--- config.mk ---
export PLATFORM = sky130hd
export DESIGN_NAME = thermometer_seven_segment_encoder_core
export DESIGN_NICKNAME = d
export VERILOG_FILES = /design/src/rtl/tsse_pkg.sv /design/src/rtl/tsse_convert.sv /design/src/rtl/tsse_digits.sv /design/src/rtl/thermometer_seven_segment_encoder_core.sv
export SDC_FILE = /design/constraint.sdc
export NUM_CORES = 1
export LEC_CHECK = 0
export ABC_AREA = 1
export ABC_CLOCK_PERIOD_IN_PS = 15500
export BUFFER_PORTS_ARGS = -buffer_cell sky130_fd_sc_hd__clkbuf_2
export CAP_MARGIN = 20
export CORE_ASPECT_RATIO = 0.9
export CORE_MARGIN = 2
export CORE_UTILIZATION = 55
export CTS_CLUSTER_SIZE = 8
export DETAILED_ROUTE_END_ITERATION = 6
export GPL_TIMING_DRIVEN = 0
export PLACE_DENSITY = 0.79
export SYNTH_ARGS = -nofsm -noshare
export SYNTH_HDL_FRONTEND = slang
export SYNTH_SLANG_ARGS = --single-unit
--- constraint.sdc ---
create_clock -name clk -period 15.5 [get_ports clk]
set_input_delay 0.775 -clock clk [delete_from_list [all_inputs] [get_ports clk]]
set_output_delay 0.775 -clock clk [all_outputs]
set_load 0.02 [all_outputs]
--- src/rtl/tsse_pkg.sv ---
// Package: shared types, constants and segment table of the encoder core
`timescale 1ns / 1ps
package tsse_pkg;

  localparam logic [15:0] SENSOR_MAX_OK = 16'd64000;
  localparam logic [6:0]  MINUS_SEG     = 7'b0000001;
  // x / 5 == (x * 52429) >> 18 for x < 2^18
  localparam logic [16:0] DIV5_MUL      = 17'd52429;
  // x / 10 == (x * 6554) >> 16 for x < 2^14
  localparam logic [12:0] DIV10_MUL     = 13'd6554;

  typedef struct packed {
    logic s0;
    logic s1;
    logic s2;
  } stage_en_t;

  // Converted value handed from the converter to the digit stages
  typedef struct packed {
    logic        err;
    logic        fahr;
    logic        neg;
    logic [10:0] mag;
  } conv_t;

  function automatic logic [6:0] seg7(input logic [3:0] d);
    logic [6:0] s;
    unique case (d)
      4'd0:    s = 7'b1111110;
      4'd1:    s = 7'b0001100;
      4'd2:    s = 7'b0110111;
      4'd3:    s = 7'b0011111;
      4'd4:    s = 7'b1001101;
      4'd5:    s = 7'b1011011;
      4'd6:    s = 7'b1111011;
      4'd7:    s = 7'b0001110;
      4'd8:    s = 7'b1111111;
      4'd9:    s = 7'b1011111;
      default: s = 7'b0000000;
    endcase
    return s;
  endfunction

endpackage

--- src/rtl/tsse_convert.sv ---
// Converter stages: raw reading to signed tenths, unit scaling, magnitude
`timescale 1ns / 1ps
module tsse_convert (
  input  logic                clk,
  input  tsse_pkg::stage_en_t en,
  input  logic [15:0]         reading,
  input  logic                fahr,
  output tsse_pkg::conv_t     conv
);

  // stage 0: range check and Celsius tenths
  logic signed [10:0] c0_r;
  logic               err0_r, fahr0_r;
  logic signed [10:0] c0_nxt;

  assign c0_nxt = $signed({1'b0, reading[15:6]}) - 11'sd500
                + $signed({10'b0, reading[5]});

  always_ff @(posedge clk) begin
    if (en.s0) begin
      c0_r    <= c0_nxt;
      err0_r  <= (reading > tsse_pkg::SENSOR_MAX_OK);
      fahr0_r <= fahr;
    end
  end

  // stage 1: 9c+1600 when Fahrenheit, then sign and magnitude
  logic signed [13:0] c_ext, n9, sel;
  logic [12:0]        na1_r, na1_nxt;
  logic               neg1_r, err1_r, fahr1_r;

  assign c_ext   = {{3{c0_r[10]}}, c0_r};
  assign n9      = (c_ext <<< 3) + c_ext + 14'sd1600;
  assign sel     = fahr0_r ? n9 : c_ext;
  assign na1_nxt = sel[13] ? 13'(-sel) : sel[12:0];

  always_ff @(posedge clk) begin
    if (en.s1) begin
      na1_r   <= na1_nxt;
      neg1_r  <= sel[13];
      err1_r  <= err0_r;
      fahr1_r <= fahr0_r;
    end
  end

  // stage 2: divide by 5 when Fahrenheit (truncation toward zero on the magnitude)
  logic [29:0] prod5;
  logic [11:0] q5;
  logic [10:0] m2_r;
  logic        neg2_r, err2_r, fahr2_r;

  assign prod5 = 30'(na1_r) * 30'(tsse_pkg::DIV5_MUL);
  assign q5    = prod5[29:18];

  always_ff @(posedge clk) begin
    if (en.s2) begin
      m2_r    <= fahr1_r ? q5[10:0] : na1_r[10:0];
      neg2_r  <= neg1_r;
      err2_r  <= err1_r;
      fahr2_r <= fahr1_r;
    end
  end

  assign conv.err  = err2_r;
  assign conv.fahr = fahr2_r;
  assign conv.neg  = neg2_r;
  assign conv.mag  = m2_r;

endmodule

--- src/rtl/tsse_digits.sv ---
// Digit stages: decimal split of the magnitude and display word assembly
`timescale 1ns / 1ps
module tsse_digits (
  input  logic                clk,
  input  tsse_pkg::stage_en_t en,
  input  tsse_pkg::conv_t     conv,
  output logic [29:0]         display_word,
  output logic signed [11:0]  tenths_value,
  output logic                error
);

  // stage 3: tenths digit and signed value
  logic [23:0]        prod1;
  logic [6:0]         q1_nxt, q1_r;
  logic [10:0]        m10;
  logic [3:0]         d0_r;
  logic               negv, neg3_r, big3_r, err3_r, fahr3_r;
  logic signed [11:0] mag_s;
  logic signed [11:0] tv3_r;

  assign prod1  = 24'(conv.mag) * 24'(tsse_pkg::DIV10_MUL);
  assign q1_nxt = prod1[22:16];
  assign m10    = ({4'b0, q1_nxt} << 3) + ({4'b0, q1_nxt} << 1);
  assign negv   = conv.neg && (conv.mag != 11'd0);
  assign mag_s  = $signed({1'b0, conv.mag});

  always_ff @(posedge clk) begin
    if (en.s0) begin
      q1_r    <= q1_nxt;
      d0_r    <= 4'(conv.mag - m10);
      neg3_r  <= negv;
      big3_r  <= (conv.mag >= 11'd100);
      tv3_r   <= negv ? -mag_s : mag_s;
      err3_r  <= conv.err;
      fahr3_r <= conv.fahr;
    end
  end

  // stage 4: ones, tens, hundreds
  logic [19:0]        prod2;
  logic [3:0]         q2;
  logic [6:0]         q2x10;
  logic [3:0]         d0_4_r, d1_4_r, d2_4_r;
  logic               d3_4_r, neg4_r, big4_r, err4_r, fahr4_r;
  logic signed [11:0] tv4_r;

  assign prod2 = 20'(q1_r) * 20'(tsse_pkg::DIV10_MUL);
  assign q2    = prod2[19:16];
  assign q2x10 = ({3'b0, q2} << 3) + ({3'b0, q2} << 1);

  always_ff @(posedge clk) begin
    if (en.s1) begin
      d0_4_r  <= d0_r;
      d1_4_r  <= 4'(q1_r - q2x10);
      d3_4_r  <= (q2 >= 4'd10);
      d2_4_r  <= (q2 >= 4'd10) ? q2 - 4'd10 : q2;
      neg4_r  <= neg3_r;
      big4_r  <= big3_r;
      tv4_r   <= tv3_r;
      err4_r  <= err3_r;
      fahr4_r <= fahr3_r;
    end
  end

  // stage 5: segment lookup and slot placement
  logic [6:0]         slot2, slot3;
  logic [29:0]        word_nxt;
  logic [29:0]        word_r;
  logic signed [11:0] tv5_r;
  logic               err5_r;

  always_comb begin
    if (big4_r) begin
      slot2 = tsse_pkg::seg7(d2_4_r);
      if (neg4_r)      slot3 = tsse_pkg::MINUS_SEG;
      else if (d3_4_r) slot3 = tsse_pkg::seg7(4'd1);
      else             slot3 = 7'b0;
    end else begin
      slot2 = neg4_r ? tsse_pkg::MINUS_SEG : 7'b0;
      slot3 = 7'b0;
    end
    word_nxt = {fahr4_r, !fahr4_r, slot3, slot2,
                tsse_pkg::seg7(d1_4_r), tsse_pkg::seg7(d0_4_r)};
  end

  always_ff @(posedge clk) begin
    if (en.s2) begin
      word_r <= err4_r ? 30'b0 : word_nxt;
      tv5_r  <= err4_r ? 12'sd0 : tv4_r;
      err5_r <= err4_r;
    end
  end

  assign display_word = word_r;
  assign tenths_value = tv5_r;
  assign error        = err5_r;

endmodule

--- src/rtl/thermometer_seven_segment_encoder_core.sv ---
// Top level of the thermometer seven-segment encoder core
`timescale 1ns / 1ps
// Converts raw sensor readings (64 counts per 0.1 C, zero at -50.0 C) into
// a signed tenths-of-a-degree value and a 30-bit seven-segment display word
// (tenths, ones, tens, hundreds slots at bits 0/7/14/21, C mark at bit 28,
// F mark at bit 29). Readings above 64000 return error=1 with zero word and
// value. The core is a six-stage pipeline that takes one request per clock
// while the output side is not stalled. Every stage has its own valid bit
// and is loaded whenever it is empty or the stage after it moves, so
// bubbles are squeezed out under back-pressure and in_ready only drops
// once all six stages are full. The unit register is sampled when a
// request enters, so cfg writes belong to idle periods. Stages: range
// check and C conversion; 9c+1600 and magnitude; divide by 5; tenths
// digit; ones/tens/hundreds; segment lookup.
module thermometer_seven_segment_encoder_core (
  input  logic               clk,
  input  logic               rst_n,
  input  logic               in_valid,
  output logic               in_ready,
  input  logic [15:0]        in_sensor_reading,
  output logic               out_valid,
  input  logic               out_ready,
  output logic [29:0]        out_display_word,
  output logic signed [11:0] out_tenths_value,
  output logic               out_error,
  input  logic               cfg_wr_en,
  input  logic               cfg_wr_data
);

  localparam int unsigned NUM_STAGES = 6;

  // unit select, 1 = Fahrenheit
  logic unit_fahrenheit_r;

  always_ff @(posedge clk) begin
    if (!rst_n) begin
      unit_fahrenheit_r <= 1'b0;
    end else if (cfg_wr_en) begin
      unit_fahrenheit_r <= cfg_wr_data;
    end
  end

  // per-stage valid bits; a stage loads when it is empty or its successor moves
  logic [NUM_STAGES-1:0] vld_r, vld_nxt, rdy, src_vld;

  always_comb begin
    rdy[NUM_STAGES-1] = !vld_r[NUM_STAGES-1] || out_ready;
    for (int i = NUM_STAGES - 2; i >= 0; i--) begin
      rdy[i] = !vld_r[i] || rdy[i+1];
    end
    src_vld = {vld_r[NUM_STAGES-2:0], in_valid};
    for (int i = 0; i < NUM_STAGES; i++) begin
      vld_nxt[i] = rdy[i] ? src_vld[i] : vld_r[i];
    end
  end

  always_ff @(posedge clk) begin
    if (!rst_n) begin
      vld_r <= '0;
    end else begin
      vld_r <= vld_nxt;
    end
  end

  tsse_pkg::stage_en_t en_conv, en_dig;
  tsse_pkg::conv_t     conv;

  assign en_conv.s0 = rdy[0];
  assign en_conv.s1 = rdy[1];
  assign en_conv.s2 = rdy[2];
  assign en_dig.s0  = rdy[3];
  assign en_dig.s1  = rdy[4];
  assign en_dig.s2  = rdy[5];

  tsse_convert u_convert (
    .clk     (clk),
    .en      (en_conv),
    .reading (in_sensor_reading),
    .fahr    (unit_fahrenheit_r),
    .conv    (conv)
  );

  tsse_digits u_digits (
    .clk          (clk),
    .en           (en_dig),
    .conv         (conv),
    .display_word (out_display_word),
    .tenths_value (out_tenths_value),
    .error        (out_error)
  );

  assign in_ready  = rdy[0];
  assign out_valid = vld_r[NUM_STAGES-1];

endmodule

==> metrics.cfg, run 1 <==
[clock_network]
clock_path_buffers=2
clock_latency_ns=0.43
numCtsBuffers=17
htreeDepth=4
cts-root-buf=clkbuf_16
cts_setup_buffers=0
clock_sinks=151
cts_tree=built
cts_hold_buf=0
clk_pin_slew_ns=0.07
ctsResizeCount=0

[sta]
rsz0062_at_grt=false
finalHoldViolations=0
slew_viol_final=0
final.setup_skew_ns=0.01152
finalSetupTns_ns=0
finalCritPeriodShare_pct=37.75
worst_pin_slew_ns=0.7920
slew_headroom_pct=47.12
min_period_ns=5.852
setup_viol=0
fmax_mhz=170.9

[floorplan]
start_util_pct=55.69
coreArea_sq_um=25050
ios=67
dieArea_sq_um=26660
die_w_microns=171.9
rows=55
fp.dieH_microns=155.1

[critical_path]
cp.required_ns=15.68
cp-end-kind=register
arrival_ns=6.03
path_cells=inv_1, ha_1, fa_1, inv_1, fa_1, fa_1, fa_1, inv_1, ha_1, nand2_1, a21oi_1, nor2_1, a21boi_0, o21ai_0, xor2_1, ha_1, nand2_1, nand2_1, nand2_1, nand2_1, xnor2_1, inv_1
critical_path.max_fanout=7
reg2reg_depth=22
path_common_cell=nand2_1
crit_type=reg -> reg
cp-start-kind=register
critPathMaxStageDelay_ns=0.56
cp_slowest_cell=fa_1

[logic_synthesis]
synthXorXnorAreaFrac_pct=3.076
synthFlopType=edfxtp_1
synth-seq-cells=151
synth.top_cell.area_share_pct=29.49
synth_edf_count=137
synth_cells=1521
yosys.area.top_type=edfxtp_1
synth_area_sq_um=13950
synth_compound_area_share_pct=6.422
yosysWarnings=0
yosysUniqueCellTypes=47
synth_top_family_by_area=adder cells
yosys.area_share.simple_pct=14.77
synthMuxAreaShare_pct=0
ys_async_sr_fraction_pct=0
yosys.area_share.adder_pct=35.16
ys_seq_area_share_pct=31.50
syn_avg_cell_area_sq_um=9.172
synth_area_leaders=edfxtp_1, ha_1, fa_1, inv_1, nand2_1

[grt]
met1_usage_pct=30.70
overflow=0
grt_max_degree=41
gr-max-usage-layer=met2
use_met3_pct=3.434
grt_pass1_vias=10080
grt_usage_pct=22.92
grt_pass1_wl_mm=48.27
antenna_found_initial=0
use_met2_pct=38.73

[min_path]
hold_path.class=reg -> reg
whs_path_depth=0

[layout]
n_antenna_cell=0
fin_nets=1966
final_cell_mix=inv_1, nand2_1, ha_1
drive_gt1_share_pct=7.968
syn_to_final_growth_pct=9.893
final_common_cell=inv_1

[job]
drv_cap=0

[routing]
wirelength_mm=28.90
routedWlPerCell_microns=14.74
drt_iter0_drc=599
vias=10180
ant_nets=0
vias_per_cell=5.190
drc=0
dr.pass1.iters=5

[status]
status=finished clean

[place]
dp_hpwl_mm=23.69
globalplace.congestion=0.9102
port-buffer-count=62

metrics by stage:
stage               util, %  area, sq um  hold WS, ns  std cells  worst slack (ns)
floorplan                 -        13960       0.4003       1524             10.56
global placement      58.69        14700       0.4002       1928             9.798
detailed placement    58.69        14700       0.4054       1928             9.738
CTS                   61.09        15300       0.4173       1960             9.687
global route          61.20        15330       0.4217       1961             9.335
finish                61.20        15330       0.4153       1961             9.648
layer usage:
| metal | vias up | part of all wire [%] |
|---|---|---|
| li1 | 5086 | - |
| met1 | 4757 | 45 |
| met2 | 286 | 48 |
| met3 | 48 | 4.7 |
| met4 | 0 | 2.3 |
| met5 | - | 0 |
path summary, 6_finish.rpt:
| check | startpoint | to | slack (ns) |
|---|---|---|---|
| worst min register to register | u_digits.tv3_r[8] | u_digits.tv4_r[8] | 0.42 |
| worst min-delay path | u_digits.tv3_r[8] | u_digits.tv4_r[8] | 0.42 |
| worst max register to register | u_convert.m2_r[5] | u_digits.d0_r[3] | 9.65 |
| worst max-delay path | u_convert.m2_r[5] | u_digits.d0_r[3] | 9.65 |
final cells by class:
class                           count  area, sq um
Fill cell                        2043         9718
Multi-Input combinational cell   1044         8305
Sequential cell                   151         4394
Inverter                          316         1186
Clock buffer                       23        530.5
Tap cell                          342        427.9
Timing Repair Buffer               63        337.8
Buffer                             13        76.32
Clock inverter                      9        72.57
flip-flops by register name (all words and copies together), names as in the netlist, 4 cells and up, named ones only:
| name | count |
|---|---|
| u_convert.m2_r | 11 |
| u_digits.d0_r | 4 |
| u_digits.tv3_r | 12 |
| u_convert.na1_r | 13 |
| u_digits.display_word | 25 |
| u_digits.tenths_value | 12 |
| u_digits.d1_4_r | 4 |
| u_digits.q1_r | 7 |
| u_digits.tv4_r | 12 |
| u_digits.d2_4_r | 4 |
| u_digits.d0_4_r | 4 |
| vld_r | 6 |
| u_convert.c0_r | 11 |
worst max-delay path: cells and delay by family, from the launching register on:
family                   cells  cell delay [ns]
AO/OA/AOI/OAI                3             0.53
buffers and inverters        4             0.35
adder cells (fa/ha/maj)      7             3.19
flip-flops                   1             0.54
AND/OR/NAND/NOR              6             0.44
XOR/XNOR                     2             0.56
Yosys cell counts (5+ instances only):
| library cell | number |
|---|---|
| ha_1 | 248 |
| o21ai_1 | 6 |
| buf_4 | 5 |
| nor4_1 | 6 |
| nand2_2 | 9 |
| a21oi_1 | 77 |
| o21ai_0 | 50 |
| nand4_1 | 7 |
| nor2_1 | 112 |
| edfxtp_1 | 137 |
| nor3_1 | 14 |
| a31oi_1 | 6 |
| nand3b_1 | 7 |
| dfxtp_1 | 14 |
| nand3_1 | 50 |
| xor2_1 | 33 |
| o21bai_1 | 5 |
| inv_2 | 5 |
| fa_1 | 90 |
| inv_1 | 311 |
| xnor2_1 | 16 |
| nand2_1 | 268 |
logic make-up (layout without fill, tap and decap cells):
kind of cell | count (synthesis) | count (layout)
xor+xnor | 49 | 49
other cells | 1 | 4
buf+inv | 329 | 424
flops | 151 | 151
fa+ha+maj | 338 | 338
simple gates | 489 | 489
compound gates | 164 | 164
Power of run 1 is left out: the tool's default activity adds up to more than one toggle a clock period on the data nets, which glitch-free logic cannot reach.
==> inputs of run 2 (changes only) <==
- ABC_CLOCK_PERIOD_IN_PS: 15500 -> 5220
- PLACE_DENSITY: 0.79 -> 0.81
- clock period: 15.5 -> 5.22 ns (I/O delays scaled with it)
==> metrics.cfg, run 2 (synthesis gave the netlist of run 1 again) <==
[sta]
slew_viol_final=0
final.setup_skew_ns=0.009500
rsz0062_at_grt=true
slew_headroom_pct=43.39
finalHoldViolations=0
worst_pin_slew_ns=0.8479
fin_ws_ns=0.006002
finalCritPeriodShare_pct=99.89
holdWs_ns=0.02604
min_period_ns=5.214
finalSetupTns_ns=0
fmax_mhz=191.8
setup_viol=0

[critical_path]
worstReg2RegEnd=u_digits.d0_r[3]
regToRegStartpoint=u_convert.m2_r[9]
crit_type=reg -> reg
reg2reg_slack_ns=0.006
cp-end-kind=register
arrival_ns=5.39
cp.required_ns=5.40
cp-start-kind=register
critical_path.max_fanout=3
reg2reg_depth=24

[floorplan]
dieArea_sq_um=26660
fp.dieH_microns=155.1
rows=55
die_w_microns=171.9
ios=67
start_util_pct=55.69
coreArea_sq_um=25050

[place]
dp_hpwl_mm=24.28
dp.cells=1928
port-buffer-count=62
place_ws_ns=-0.5681
globalplace.congestion=0.9260

[grt]
antenna_found_initial=0
grt_pass1_wl_mm=50.14
grt_pass1_vias=10610
grt_max_degree=41
grt_usage_pct=23.73
overflow=0

[clock_network]
clock_sinks=151
clock_latency_ns=0.42
cts-root-buf=clkbuf_16
numCtsBuffers=17
htreeDepth=4
cts_tree=built
clock_path_buffers=2
cts_hold_buf=0
clk_pin_slew_ns=0.06

[routing]
vias_per_cell=5.321
vias=10630
dr.pass1.iters=7
drt_iter0_drc=885
drc=1
ant_nets=0
routedWlPerCell_microns=15.64
wirelength_mm=31.24

[layout]
drive_gt1_share_pct=11.54
instances_no_fill=1997
final_common_cell=inv_1
syn_to_final_growth_pct=12.66
final_cell_mix=inv_1, nand2_1, ha_1
largest_register_ffs=25
fin_nets=2002
n_antenna_cell=0

[job]
drv_cap=0

[min_path]
whs_path_depth=2
hold_path.class=in -> reg
worstHoldStart=cfg_wr_en
hold_end=unit_fahrenheit_r

[status]
status=finished with violations
violations=DRC

## run 2: cell count changes in the layout (fill, tap and decap cells not counted), sizes merged
cell      change
buf          +36
clkinv        +3
clkinvlp      +2
inv           -5
## run 2: final cells by class
| cell class | count | area [sq um] |
|---|---|---|
| Fill cell | 1917 | 9331 |
| Clock inverter | 9 | 63.81 |
| Tap cell | 342 | 427.9 |
| Buffer | 13 | 76.32 |
| Sequential cell | 151 | 4394 |
| Multi-Input combinational cell | 1044 | 8438 |
| Inverter | 316 | 1186 |
| Clock buffer | 23 | 511.7 |
| Timing Repair Buffer | 99 | 619.3 |
## run 2: worst max path at each step
stage                       from          endpoint  slack, ns  cells past startpoint
2_1_floorplan  u_convert.m2_r[9]  u_digits.d0_r[3]       0.28                     22
3_3_place_gp   u_convert.m2_r[5]  u_digits.d0_r[3]      -0.50                     22
3_5_place_dp   u_convert.m2_r[5]  u_digits.d0_r[3]      -0.57                     21
4_1_cts        u_convert.m2_r[3]  u_digits.d0_r[3]      0.004                     22
5_1_grt        u_convert.m2_r[9]  u_digits.d0_r[3]      -0.22                     24
6_report       u_convert.m2_r[9]  u_digits.d0_r[3]      0.006                     24
## run 2: repair_timing
item | in CTS | in global routing
endpoints found under the setup margin | 4 | 4
pin swaps | 7 | 20
gates resized for setup | 14 | 21
buffers inserted | 16 | 20
## run 2: metrics by stage
step                      util (%)  cell area, sq um
after floorplan                  -             13960
after global placement       58.69             14700
after detailed placement     58.69             14700
after CTS                    61.68             15450
after global routing         62.75             15720
final                        62.75             15720
## run 2: per-layer routing
metal | global-route usage, % | up-vias | routed length [microns]
met2 | 40.50 | 320 | 15460
met5 | 0 | - | 0
met4 | 6.963 | 0 | 807
met1 | 31.44 | 5084 | 13490
li1 | - | 5150 | -
met3 | 3.511 | 72 | 1480
## run 2: critical path: stages (launching register included)
cell	delay, ns
edfxtp_1	0.41
inv_2	0.09
buf_6	0.14
ha_4	0.27
inv_2	0.04
fa_2	0.59
fa_2	0.46
fa_1	0.52
inv_2	0.05
fa_1	0.49
ha_4	0.30
buf_4	0.10
nand2_1	0.05
nor2_1	0.13
a21boi_1	0.08
o21ai_1	0.15
xor2_1	0.15
buf_4	0.16
ha_4	0.13
xor2_2	0.15
buf_4	0.13
nand2_1	0.06
nand2_2	0.09
xnor2_2	0.13
inv_1	0.07
Power of run 2 is left out for the same reason.
